<file path="src/rtl/core/landmark_bearing_localizer_top_defines.svh">
// Assertion macros for the landmark bearing localizer.
`ifndef LANDMARK_BEARING_LOCALIZER_TOP_DEFINES_SVH
`define LANDMARK_BEARING_LOCALIZER_TOP_DEFINES_SVH

// Same-cycle implication, checked outside reset.
`define LBL_ASSERT_IMP(lbl, clk, rstn, ante, cons) \
    lbl: assert property (@(posedge clk) disable iff (!rstn) (ante) |-> (cons)) \
        else $error("localizer check failed");

// Next-cycle implication, checked outside reset.
`define LBL_ASSERT_NXT(lbl, clk, rstn, ante, cons) \
    lbl: assert property (@(posedge clk) disable iff (!rstn) (ante) |=> (cons)) \
        else $error("localizer check failed");

`endif

</file>
<file path="src/rtl/core/lbl_pkg.sv">
// Types, constants and helper functions of the landmark bearing localizer.
package lbl_pkg;

    typedef logic signed [17:0] t_coord;
    typedef logic signed [18:0] t_wide;
    typedef logic signed [14:0] t_trig;

    localparam logic [14:0] FULL_TURN    = 15'd5760;
    localparam logic [14:0] HALF_TURN    = 15'd2880;
    localparam logic [14:0] THREE_QUART  = 15'd4320;
    localparam logic [14:0] QUARTER_TURN = 15'd1440;
    localparam logic [10:0] QUARTER_U    = 11'd1440;

    // Reciprocal of 45 scaled by 2^26; t = (u * RECIP_45) >> 17.
    localparam logic [20:0] RECIP_45   = 21'd1491309;
    localparam logic [20:0] SIN_C1     = 21'd1160;
    localparam logic [14:0] SIN_C2     = 15'd10512;
    localparam logic [14:0] SIN_C3     = 15'd25736;
    localparam logic [28:0] ROUND_HALF = 29'd8192;
    localparam logic [6:0]  CELL_STRIDE = 7'd10;

    localparam logic [2:0] REG_FIRST_X  = 3'd0;
    localparam logic [2:0] REG_FIRST_Y  = 3'd1;
    localparam logic [2:0] REG_SECOND_X = 3'd2;
    localparam logic [2:0] REG_SECOND_Y = 3'd3;
    localparam logic [2:0] REG_CELL     = 3'd4;

    localparam t_coord     RST_FIRST_X  = 18'sd1257;
    localparam t_coord     RST_FIRST_Y  = 18'sd432;
    localparam t_coord     RST_SECOND_X = 18'sd1256;
    localparam t_coord     RST_SECOND_Y = 18'sd2848;
    localparam logic [12:0] RST_CELL    = 13'd432;

    localparam t_wide POS_MAX = 19'sd131071;
    localparam t_wide POS_MIN = -19'sd131072;

    // Clamp a 19-bit signed value into the 18-bit coordinate range.
    function automatic t_coord sat18(input t_wide v);
        t_coord res;
        if (v > POS_MAX) begin
            res = 18'sh1FFFF;
        end else if (v < POS_MIN) begin
            res = 18'sh20000;
        end else begin
            res = v[17:0];
        end
        return res;
    endfunction

endpackage

</file>
<file path="src/rtl/core/landmark_bearing_localizer_top.sv">
// Landmark bearing localizer: position and ball fix from landmark sightings.
//
// Usage. One input word carries the heading plus bearing, range and a seen
// flag for two fixed landmarks and for the ball. It is taken at a rising edge
// where i_valid is high and o_stall is low. o_stall stays high while a word is
// being worked on. One result word leaves per input word on o_valid/i_stall
// and is taken at an edge where o_valid is high and i_stall is low.
// A shared multiplier is stepped by a small sequencer: each valid sighting
// needs a sine and a cosine (six multiplies each, after the angle is reduced
// by repeated subtraction of a full turn), and a new fix adds a grid search
// for a column index and then a row index, each at most GRID_SPAN - 1.
// The result sits in an output register, so a new word is accepted while the
// previous result still waits; a finished item waits in its last step until
// the output register is free, and no result is ever dropped.
// Configuration is a plain write port (index 0..4: landmark coordinates and
// cell size) and must only be used while the block is idle.
// Synchronous active-low reset restores the default landmark map, clears the
// held position, cell code, fix flag and ball position, and empties the output.
module landmark_bearing_localizer_top #(
    parameter int GRID_SPAN = 10
) (
    input  logic                i_clk,
    input  logic                i_rst_n,
    input  logic                i_cfg_we,
    input  logic [2:0]          i_cfg_idx,
    input  logic [17:0]         i_cfg_data,
    input  logic                i_valid,
    output logic                o_stall,
    input  logic [12:0]         i_heading,
    input  logic [12:0]         i_first_bearing,
    input  logic [12:0]         i_first_range,
    input  logic                i_first_seen,
    input  logic [12:0]         i_second_bearing,
    input  logic [12:0]         i_second_range,
    input  logic                i_second_seen,
    input  logic [12:0]         i_ball_bearing,
    input  logic [12:0]         i_ball_range,
    input  logic                i_ball_seen,
    output logic                o_valid,
    input  logic                i_stall,
    output lbl_pkg::t_coord     o_pos_x,
    output lbl_pkg::t_coord     o_pos_y,
    output logic [6:0]          o_cell_code,
    output logic                o_position_known,
    output lbl_pkg::t_coord     o_ball_x,
    output lbl_pkg::t_coord     o_ball_y
);
    import lbl_pkg::*;
    `include "landmark_bearing_localizer_top_defines.svh"

    localparam int GI_W  = $clog2(GRID_SPAN);
    localparam int ACC_W = GI_W + 13;
    localparam logic [GI_W-1:0] GI_LAST = GI_W'(GRID_SPAN - 1);

    // Sequencer states.
    localparam logic [3:0] ST_IDLE = 4'd0;
    localparam logic [3:0] ST_SEL  = 4'd1;
    localparam logic [3:0] ST_ANG  = 4'd2;
    localparam logic [3:0] ST_RED  = 4'd3;
    localparam logic [3:0] ST_M0   = 4'd4;
    localparam logic [3:0] ST_M1   = 4'd5;
    localparam logic [3:0] ST_M2   = 4'd6;
    localparam logic [3:0] ST_M3   = 4'd7;
    localparam logic [3:0] ST_M4   = 4'd8;
    localparam logic [3:0] ST_M5   = 4'd9;
    localparam logic [3:0] ST_COMB = 4'd10;
    localparam logic [3:0] ST_FIX  = 4'd11;
    localparam logic [3:0] ST_GRID = 4'd12;
    localparam logic [3:0] ST_FIN  = 4'd13;

    // Sighting slots.
    localparam logic [1:0] K_FIRST  = 2'd0;
    localparam logic [1:0] K_SECOND = 2'd1;
    localparam logic [1:0] K_BALL   = 2'd2;

    // Configuration registers.
    t_coord      r_m1x, r_m1y, r_m2x, r_m2y;
    logic [12:0] r_cell_size;

    // Latched input word.
    logic [12:0] r_head, r_b1, r_r1, r_b2, r_r2, r_bb, r_br;
    logic        r_s1, r_s2, r_sb;

    // Held state.
    t_coord      r_hx, r_hy, r_hbx, r_hby;
    logic [6:0]  r_hcell;
    logic        r_fix;

    // Work registers.
    logic [3:0]  r_state;
    logic [1:0]  r_k;
    logic        r_ph;
    logic [14:0] r_ang;
    logic [10:0] r_u;
    logic        r_neg;
    logic [14:0] r_t, r_t2, r_y;
    t_trig       r_sin, r_cos;
    t_coord      r_x1, r_y1, r_x2, r_y2;
    logic        r_gsel;
    logic [GI_W-1:0]  r_gi, r_col;
    logic [ACC_W-1:0] r_acc;

    // Output register.
    logic        r_ovalid;
    t_coord      r_opx, r_opy, r_obx, r_oby;
    logic [6:0]  r_ocell;
    logic        r_oknown;

    logic [12:0] w_brg, w_rng, w_cs;
    logic [20:0] w_ma;
    logic [14:0] w_mb;
    logic [35:0] w_prod;
    logic [28:0] w_rnd;
    logic [14:0] w_base;
    logic [1:0]  w_q;
    logic [10:0] w_r;
    t_trig       w_scaled;
    t_wide       w_sumx, w_sumy;
    t_coord      w_v;
    logic        w_gdone;
    logic        w_in_acc, w_out_acc;

    assign w_in_acc  = i_valid && !o_stall;
    assign w_out_acc = r_ovalid && !i_stall;
    assign w_cs      = (r_cell_size == 13'd0) ? 13'd1 : r_cell_size;

    // Per-slot operand selection.
    always_comb begin
        case (r_k)
            K_FIRST:  begin w_brg = r_b1; w_rng = r_r1; end
            K_SECOND: begin w_brg = r_b2; w_rng = r_r2; end
            default:  begin w_brg = r_bb; w_rng = r_br; end
        endcase
    end

    // Quadrant split of a reduced angle.
    always_comb begin
        if (r_ang < QUARTER_TURN) begin
            w_q = 2'd0; w_base = 15'd0;
        end else if (r_ang < HALF_TURN) begin
            w_q = 2'd1; w_base = QUARTER_TURN;
        end else if (r_ang < THREE_QUART) begin
            w_q = 2'd2; w_base = HALF_TURN;
        end else begin
            w_q = 2'd3; w_base = THREE_QUART;
        end
        w_r = 11'(r_ang - w_base);
    end

    // The shared multiplier.
    always_comb begin
        unique case (r_state)
            ST_M0:   begin w_ma = RECIP_45;        w_mb = 15'(r_u);   end
            ST_M1:   begin w_ma = 21'(r_t);        w_mb = r_t;        end
            ST_M2:   begin w_ma = SIN_C1;          w_mb = r_t2;       end
            ST_M3:   begin w_ma = 21'(r_y);        w_mb = r_t2;       end
            ST_M4:   begin w_ma = 21'(r_y);        w_mb = r_t;        end
            ST_M5:   begin w_ma = 21'(r_y);        w_mb = 15'(w_rng); end
            default: begin w_ma = 21'd0;           w_mb = 15'd0;      end
        endcase
    end
    assign w_prod = 36'(w_ma) * 36'(w_mb);
    assign w_rnd  = w_prod[28:0] + ROUND_HALF;
    assign w_scaled = r_neg ? -$signed({1'b0, w_rnd[27:14]}) : $signed({1'b0, w_rnd[27:14]});

    // Pair average, truncated toward zero.
    assign w_sumx = t_wide'(r_x1) + t_wide'(r_x2);
    assign w_sumy = t_wide'(r_y1) + t_wide'(r_y2);

    // Grid search step.
    assign w_v     = r_gsel ? r_hy : r_hx;
    assign w_gdone = w_v[17] || (w_v == 18'sd0) || (r_gi == GI_LAST)
                     || ($unsigned(w_v) < 18'(r_acc));

    always_ff @(posedge i_clk) begin
        if (!i_rst_n) begin
            r_m1x <= RST_FIRST_X;
            r_m1y <= RST_FIRST_Y;
            r_m2x <= RST_SECOND_X;
            r_m2y <= RST_SECOND_Y;
            r_cell_size <= RST_CELL;
        end else if (i_cfg_we) begin
            unique case (i_cfg_idx)
                REG_FIRST_X:  r_m1x <= i_cfg_data;
                REG_FIRST_Y:  r_m1y <= i_cfg_data;
                REG_SECOND_X: r_m2x <= i_cfg_data;
                REG_SECOND_Y: r_m2y <= i_cfg_data;
                REG_CELL:     r_cell_size <= i_cfg_data[12:0];
                default:      ;
            endcase
        end
    end

    always_ff @(posedge i_clk) begin
        if (w_in_acc) begin
            r_head <= i_heading;
            r_b1 <= i_first_bearing;  r_r1 <= i_first_range;  r_s1 <= i_first_seen;
            r_b2 <= i_second_bearing; r_r2 <= i_second_range; r_s2 <= i_second_seen;
            r_bb <= i_ball_bearing;   r_br <= i_ball_range;   r_sb <= i_ball_seen;
        end
    end

    always_ff @(posedge i_clk) begin
        if (!i_rst_n) begin
            r_state  <= ST_IDLE;
            r_k      <= K_FIRST;
            r_ph     <= 1'b0;
            r_hx     <= '0;
            r_hy     <= '0;
            r_hbx    <= '0;
            r_hby    <= '0;
            r_hcell  <= '0;
            r_fix    <= 1'b0;
            r_ovalid <= 1'b0;
            r_gsel   <= 1'b0;
            r_gi     <= '0;
        end else begin
            if (w_out_acc) begin
                r_ovalid <= 1'b0;
            end
            unique case (r_state)
                ST_IDLE: begin
                    if (w_in_acc) begin
                        r_k     <= K_FIRST;
                        r_state <= ST_SEL;
                    end
                end
                ST_SEL: begin
                    r_ph <= 1'b0;
                    case (r_k)
                        K_FIRST: begin
                            if (r_s1) r_state <= ST_ANG;
                            else r_k <= K_SECOND;
                        end
                        K_SECOND: begin
                            r_state <= r_s2 ? ST_ANG : ST_FIX;
                        end
                        default: begin
                            r_state <= r_sb ? ST_ANG : ST_FIN;
                        end
                    endcase
                end
                ST_ANG: begin
                    r_ang   <= 15'(r_head) + 15'(w_brg) + (r_ph ? QUARTER_TURN : 15'd0);
                    r_state <= ST_RED;
                end
                ST_RED: begin
                    if (r_ang >= FULL_TURN) begin
                        r_ang <= r_ang - FULL_TURN;
                    end else begin
                        r_u     <= w_q[0] ? (QUARTER_U - w_r) : w_r;
                        r_neg   <= w_q[1];
                        r_state <= ST_M0;
                    end
                end
                ST_M0: begin
                    r_t <= w_prod[31:17];
                    r_state <= ST_M1;
                end
                ST_M1: begin
                    r_t2 <= w_prod[28:14];
                    r_state <= ST_M2;
                end
                ST_M2: begin
                    r_y <= SIN_C2 - 15'(w_prod[24:14]);
                    r_state <= ST_M3;
                end
                ST_M3: begin
                    r_y <= SIN_C3 - 15'(w_prod[27:14]);
                    r_state <= ST_M4;
                end
                ST_M4: begin
                    r_y <= w_prod[28:14];
                    r_state <= ST_M5;
                end
                ST_M5: begin
                    if (!r_ph) begin
                        r_sin   <= w_scaled;
                        r_ph    <= 1'b1;
                        r_state <= ST_ANG;
                    end else begin
                        r_cos   <= w_scaled;
                        r_state <= ST_COMB;
                    end
                end
                ST_COMB: begin
                    case (r_k)
                        K_FIRST: begin
                            r_x1 <= sat18(t_wide'(r_m1x) - t_wide'(r_sin));
                            r_y1 <= sat18(t_wide'(r_m1y) + t_wide'(r_cos));
                            r_k  <= K_SECOND;
                            r_state <= ST_SEL;
                        end
                        K_SECOND: begin
                            r_x2 <= sat18(t_wide'(r_m2x) - t_wide'(r_sin));
                            r_y2 <= sat18(t_wide'(r_m2y) + t_wide'(r_cos));
                            r_state <= ST_FIX;
                        end
                        default: begin
                            r_hbx <= sat18(t_wide'(r_hx) + t_wide'(r_sin));
                            r_hby <= sat18(t_wide'(r_hy) - t_wide'(r_cos));
                            r_state <= ST_FIN;
                        end
                    endcase
                end
                ST_FIX: begin
                    r_gsel <= 1'b0;
                    r_gi   <= '0;
                    r_acc  <= ACC_W'(w_cs);
                    if (r_s1 && r_s2) begin
                        r_hx <= 18'((w_sumx + t_wide'({18'd0, w_sumx[18]})) >>> 1);
                        r_hy <= 18'((w_sumy + t_wide'({18'd0, w_sumy[18]})) >>> 1);
                    end else if (r_s1) begin
                        r_hx <= r_x1;
                        r_hy <= r_y1;
                    end else if (r_s2) begin
                        r_hx <= r_x2;
                        r_hy <= r_y2;
                    end
                    if (r_s1 || r_s2) begin
                        r_state <= ST_GRID;
                    end else begin
                        r_k     <= K_BALL;
                        r_state <= ST_SEL;
                    end
                end
                ST_GRID: begin
                    if (w_gdone) begin
                        r_gi  <= '0;
                        r_acc <= ACC_W'(w_cs);
                        if (!r_gsel) begin
                            r_col  <= r_gi;
                            r_gsel <= 1'b1;
                        end else begin
                            r_hcell <= 7'(r_col) * CELL_STRIDE + 7'(r_gi);
                            r_fix   <= 1'b1;
                            r_k     <= K_BALL;
                            r_state <= ST_SEL;
                        end
                    end else begin
                        r_gi  <= r_gi + GI_W'(1);
                        r_acc <= r_acc + ACC_W'(w_cs);
                    end
                end
                ST_FIN: begin
                    if (!r_ovalid || !i_stall) begin
                        r_ovalid <= 1'b1;
                        r_state  <= ST_IDLE;
                    end
                end
                default: r_state <= ST_IDLE;
            endcase
        end
    end

    always_ff @(posedge i_clk) begin
        if (r_state == ST_FIN && (!r_ovalid || !i_stall)) begin
            r_opx    <= r_hx;
            r_opy    <= r_hy;
            r_ocell  <= r_hcell;
            r_oknown <= r_fix;
            r_obx    <= r_hbx;
            r_oby    <= r_hby;
        end
    end

    assign o_stall          = (r_state != ST_IDLE);
    assign o_valid          = r_ovalid;
    assign o_pos_x          = r_opx;
    assign o_pos_y          = r_opy;
    assign o_cell_code      = r_ocell;
    assign o_position_known = r_oknown;
    assign o_ball_x         = r_obx;
    assign o_ball_y         = r_oby;

    `LBL_ASSERT_NXT(a_accept_starts, i_clk, i_rst_n, w_in_acc, r_state == ST_SEL)
    `LBL_ASSERT_IMP(a_load_from_fin, i_clk, i_rst_n, $rose(r_ovalid), $past(r_state) == ST_FIN)
    `LBL_ASSERT_IMP(a_quarter_range, i_clk, i_rst_n, r_state == ST_M0, r_u <= QUARTER_U)
    `LBL_ASSERT_IMP(a_grid_bound, i_clk, i_rst_n, r_state == ST_GRID, r_gi <= GI_LAST)

endmodule
</file>
<file path="config.mk">
export PLATFORM = sky130hd
export DESIGN_NAME = landmark_bearing_localizer_top
export DESIGN_NICKNAME = d
export VERILOG_FILES = /design/src/rtl/core/lbl_pkg.sv /design/src/rtl/core/landmark_bearing_localizer_top.sv
export VERILOG_INCLUDE_DIRS = /design/src /design/src/rtl/core
export SDC_FILE = /design/constraint.sdc
export NUM_CORES = 2
export LEC_CHECK = 0
export BUFFER_PORTS_ARGS = -buffer_cell sky130_fd_sc_hd__clkbuf_2
export CORE_MARGIN = 1.5
export CORE_UTILIZATION = 30
export CTS_CLUSTER_SIZE = 40
export DETAILED_ROUTE_END_ITERATION = 7
export SYNTH_ARGS = -nofsm -noshare
export SYNTH_HDL_FRONTEND = slang
export SYNTH_SLANG_ARGS = --single-unit
</file>
<file path="constraint.sdc">
create_clock -name i_clk -period 18.7 [get_ports i_clk]
set_input_delay 2.805 -clock i_clk [delete_from_list [all_inputs] [get_ports i_clk]]
set_output_delay 2.805 -clock i_clk [all_outputs]
set_load 0.01 [all_outputs]
</file>
==> flow_metrics.env <==
export IMPL_outcome="finished clean"
export IMPL_hpwl_um=99100
export IMPL_combPwrFrac=0.152
export IMPL_yosysUniqueCellTypes=98
export IMPL_cts_max_level=2
export IMPL_ys_top_cells_by_count="nand2_1, inv_1, edfxtp_1"
export IMPL_grt_max_degree=68
export IMPL_cp_max_fo=25
export IMPL_yosysMostFrequentCell="nand2_1"
export IMPL_cts_root_buf="clkbuf_16"
export IMPL_synth_warnings=0
export IMPL_initial_core_util=0.302
export IMPL_finalHoldViolations=0
export IMPL_ioPinCount=202
export IMPL_fillCellCount=13746
export IMPL_final_nets=5060
export IMPL_antenna_found_initial=3
export IMPL_crit_top_cell="inv_1"
export IMPL_startpoint_type="register"
export IMPL_cts_resized=0
export IMPL_clock_latency_ns=0.69
export IMPL_yosysTopAreaCellShare=0.275
export IMPL_async_flop_share=0
export IMPL_max_freq_ghz=0.0924
export IMPL_row_count=134
export IMPL_totalWireLength_um=125000
export IMPL_cts_buffers=61
export IMPL_synth_area_um2=40300
export IMPL_ys_ff_latch=547
export IMPL_tritoncts="yes"
export IMPL_vias=31678
export IMPL_synth_area_top_cells="edfxtp_1, fa_1, ha_1"
export IMPL_gr_usage_all_layers=0.180
export IMPL_max_cap_viol_count=0
export IMPL_min_period_ns=10.82
export IMPL_grt_pass1_vias=30086
export IMPL_dieArea_um2=137000
export IMPL_drive_above_1_share=0.102
export IMPL_power_leakage_nw=18.9
export IMPL_cts_setup_buffers=0
export IMPL_overflow=0
export IMPL_cpPeakStageDelay_ns=0.96
export IMPL_seq_power_share=0.439
export IMPL_cp_arrival_ns=11.25
export IMPL_coreArea_um2=133000
export IMPL_setup_viol=0
export IMPL_skew_ns=0.0534
export IMPL_antenna_left=0
export IMPL_cp_slowest_cell="dfxtp_1"
export IMPL_place_gp_congestion=0.951
export IMPL_tightest_slew_ns=1.31
export IMPL_hold_class="reg -> reg"
export IMPL_criticalPathCategory="reg -> reg"
export IMPL_clockBufferDepth=3
export IMPL_final_area_um2=45600
export IMPL_power_density_nw_per_um2=68.6
export IMPL_p_switching_mw=0.878
export IMPL_path_delay_family="adder cells"
export IMPL_path_buf_inv=9
export IMPL_drc=0
export IMPL_clock_sinks=547
export IMPL_synth_edff_count=369
export IMPL_synth_cells=4233
export IMPL_clockPowerShare=0.408
export IMPL_p_sw_frac=0.281
export IMPL_avgSynthCellArea_um2=9.53
export IMPL_place_area_um2=43400
export IMPL_synth_top_area_cell="edfxtp_1"
export IMPL_drt_iter0_markers=2773
export IMPL_p_int_mw=2.25
export IMPL_firstDrtPassIters=8
export IMPL_cts_clk_slew_worst_paths_ns=0.07
export IMPL_portBuffers=201
export IMPL_endpoint_kind="register"
export IMPL_die_h_um=370
export IMPL_synthFlopType="edfxtp_1"
export IMPL_rsz0062_at_grt="no"
export IMPL_min_period_over_period=0.579
export IMPL_ir_worst_vdd_mv=0.0804
export IMPL_viasPerCell=5.09
export IMPL_die_w_um=370
export IMPL_r2r_cells=38
export IMPL_tns_ns=0
export IMPL_wl_per_cell_um=20.2
export IMPL_area_delta_synth_final_pct=13.0
export IMPL_cp_depth=38
export IMPL_drv_slew=0
export IMPL_grt_pass1_wl_um=188000
export IMPL_yosysSeqAreaShare=0.363
export IMPL_hold_buffers=0
export IMPL_hold_depth=0
export IMPL_slew_headroom=0.124
export IMPL_worstPathRequired_ns=19.12
[worst reg2reg max path, delay by kind of cell (launching register included)]
family	cells	cell delay (ns)
xor gates and xnor gates	1	0.13
DFF	1	0.96
adders and majority gates	8	3.64
muxes	1	0.38
buffers and inverters	9	1.25
and+or+nand+nor	11	2.15
AOI/OAI and AO/OA	8	2.11
[placed cells by master, fill, tap and decap left out, types with 34 or more instances in the layout]
cell,n
nor2_1,314
a31oi_1,39
edfxtp_1,369
nand2_1,489
clkbuf_2,200
nand3_1,79
o21bai_1,34
fa_1,230
xor2_1,52
a21o_1,67
ha_1,310
xnor2_1,162
buf_4,50
o21ai_0,235
dfxtp_1,176
nor2b_1,38
nand2b_1,42
mux2i_1,47
nor3_1,58
clkbuf_16,64
a21oi_1,298
inv_1,449
o21a_1,42
[per-layer routing]
layer,part of all wire,GRT usage,up-vias
met4,0.036,0.0627,2
li1,-,-,15136
met2,0.45,0.288,1153
met3,0.072,0.0281,214
met1,0.44,0.247,15173
met5,0.000088,0,-
[cell type report]
cell class / instances / area [µm²] / area share
well taps: 1768 / 2210 / 0.0485
diodes: 3 / 7.51 / 0.000165
clock buffers: 72 / 1650 / 0.0362
multi-input cells: 3082 / 23500 / 0.515
flip-flops and latches: 547 / 14600 / 0.321
clock inverters: 44 / 489 / 0.0107
repair buffers: 251 / 1380 / 0.0303
inverters: 457 / 1720 / 0.0378
[cells by family after synthesis]
family,count (synthesis),synth area share
and+or+nand+nor,1215,0.137
AOI/OAI and AO/OA,1006,0.159
buffers and inverters,611,0.0576
adders and majority gates,563,0.216
DFF,547,0.363
xor gates and xnor gates,217,0.0480
muxes,73,0.0191
other,1,0.0000930
[metrics by stage]
| step | cells | power, mW | util | hold WS (ns) | setup slack [ns] |
|---|---|---|---|---|---|
| after floorplan | 4240 | 1.72 | - | 0.403 | 9.13 |
| after global placement | 6105 | 1.87 | 0.325 | 0.413 | 8.03 |
| after detailed placement | 6105 | 1.87 | 0.325 | 0.411 | 8.06 |
| after CTS | 6221 | 3.16 | 0.341 | 0.431 | 8.07 |
| after global routing | 6221 | 3.26 | 0.341 | 0.437 | 7.24 |
| final | 6224 | 3.13 | 0.341 | 0.428 | 7.88 |
[power by group through the flow]
| stage | Combinational [mW] | Clock (mW) | Sequential (mW) |
|---|---|---|---|
| after floorplan | 0.333 | 0 | 1.39 |
| after global placement | 0.469 | 0 | 1.40 |
| after detailed placement | 0.474 | 0 | 1.40 |
| after CTS | 0.478 | 1.31 | 1.37 |
| after global routing | 0.531 | 1.35 | 1.38 |
| final | 0.476 | 1.28 | 1.37 |
[final timing paths]
kind,start,end,slack [ns]
worst max-delay path,r_state[0],r_cos[11],7.88
worst min-delay path,r_hby[8],o_ball_y[8],0.43
worst max register to register,r_state[0],r_cos[11],7.88
worst min register to register,r_hby[8],o_ball_y[8],0.43
Power figures use the tool's default switching activity.
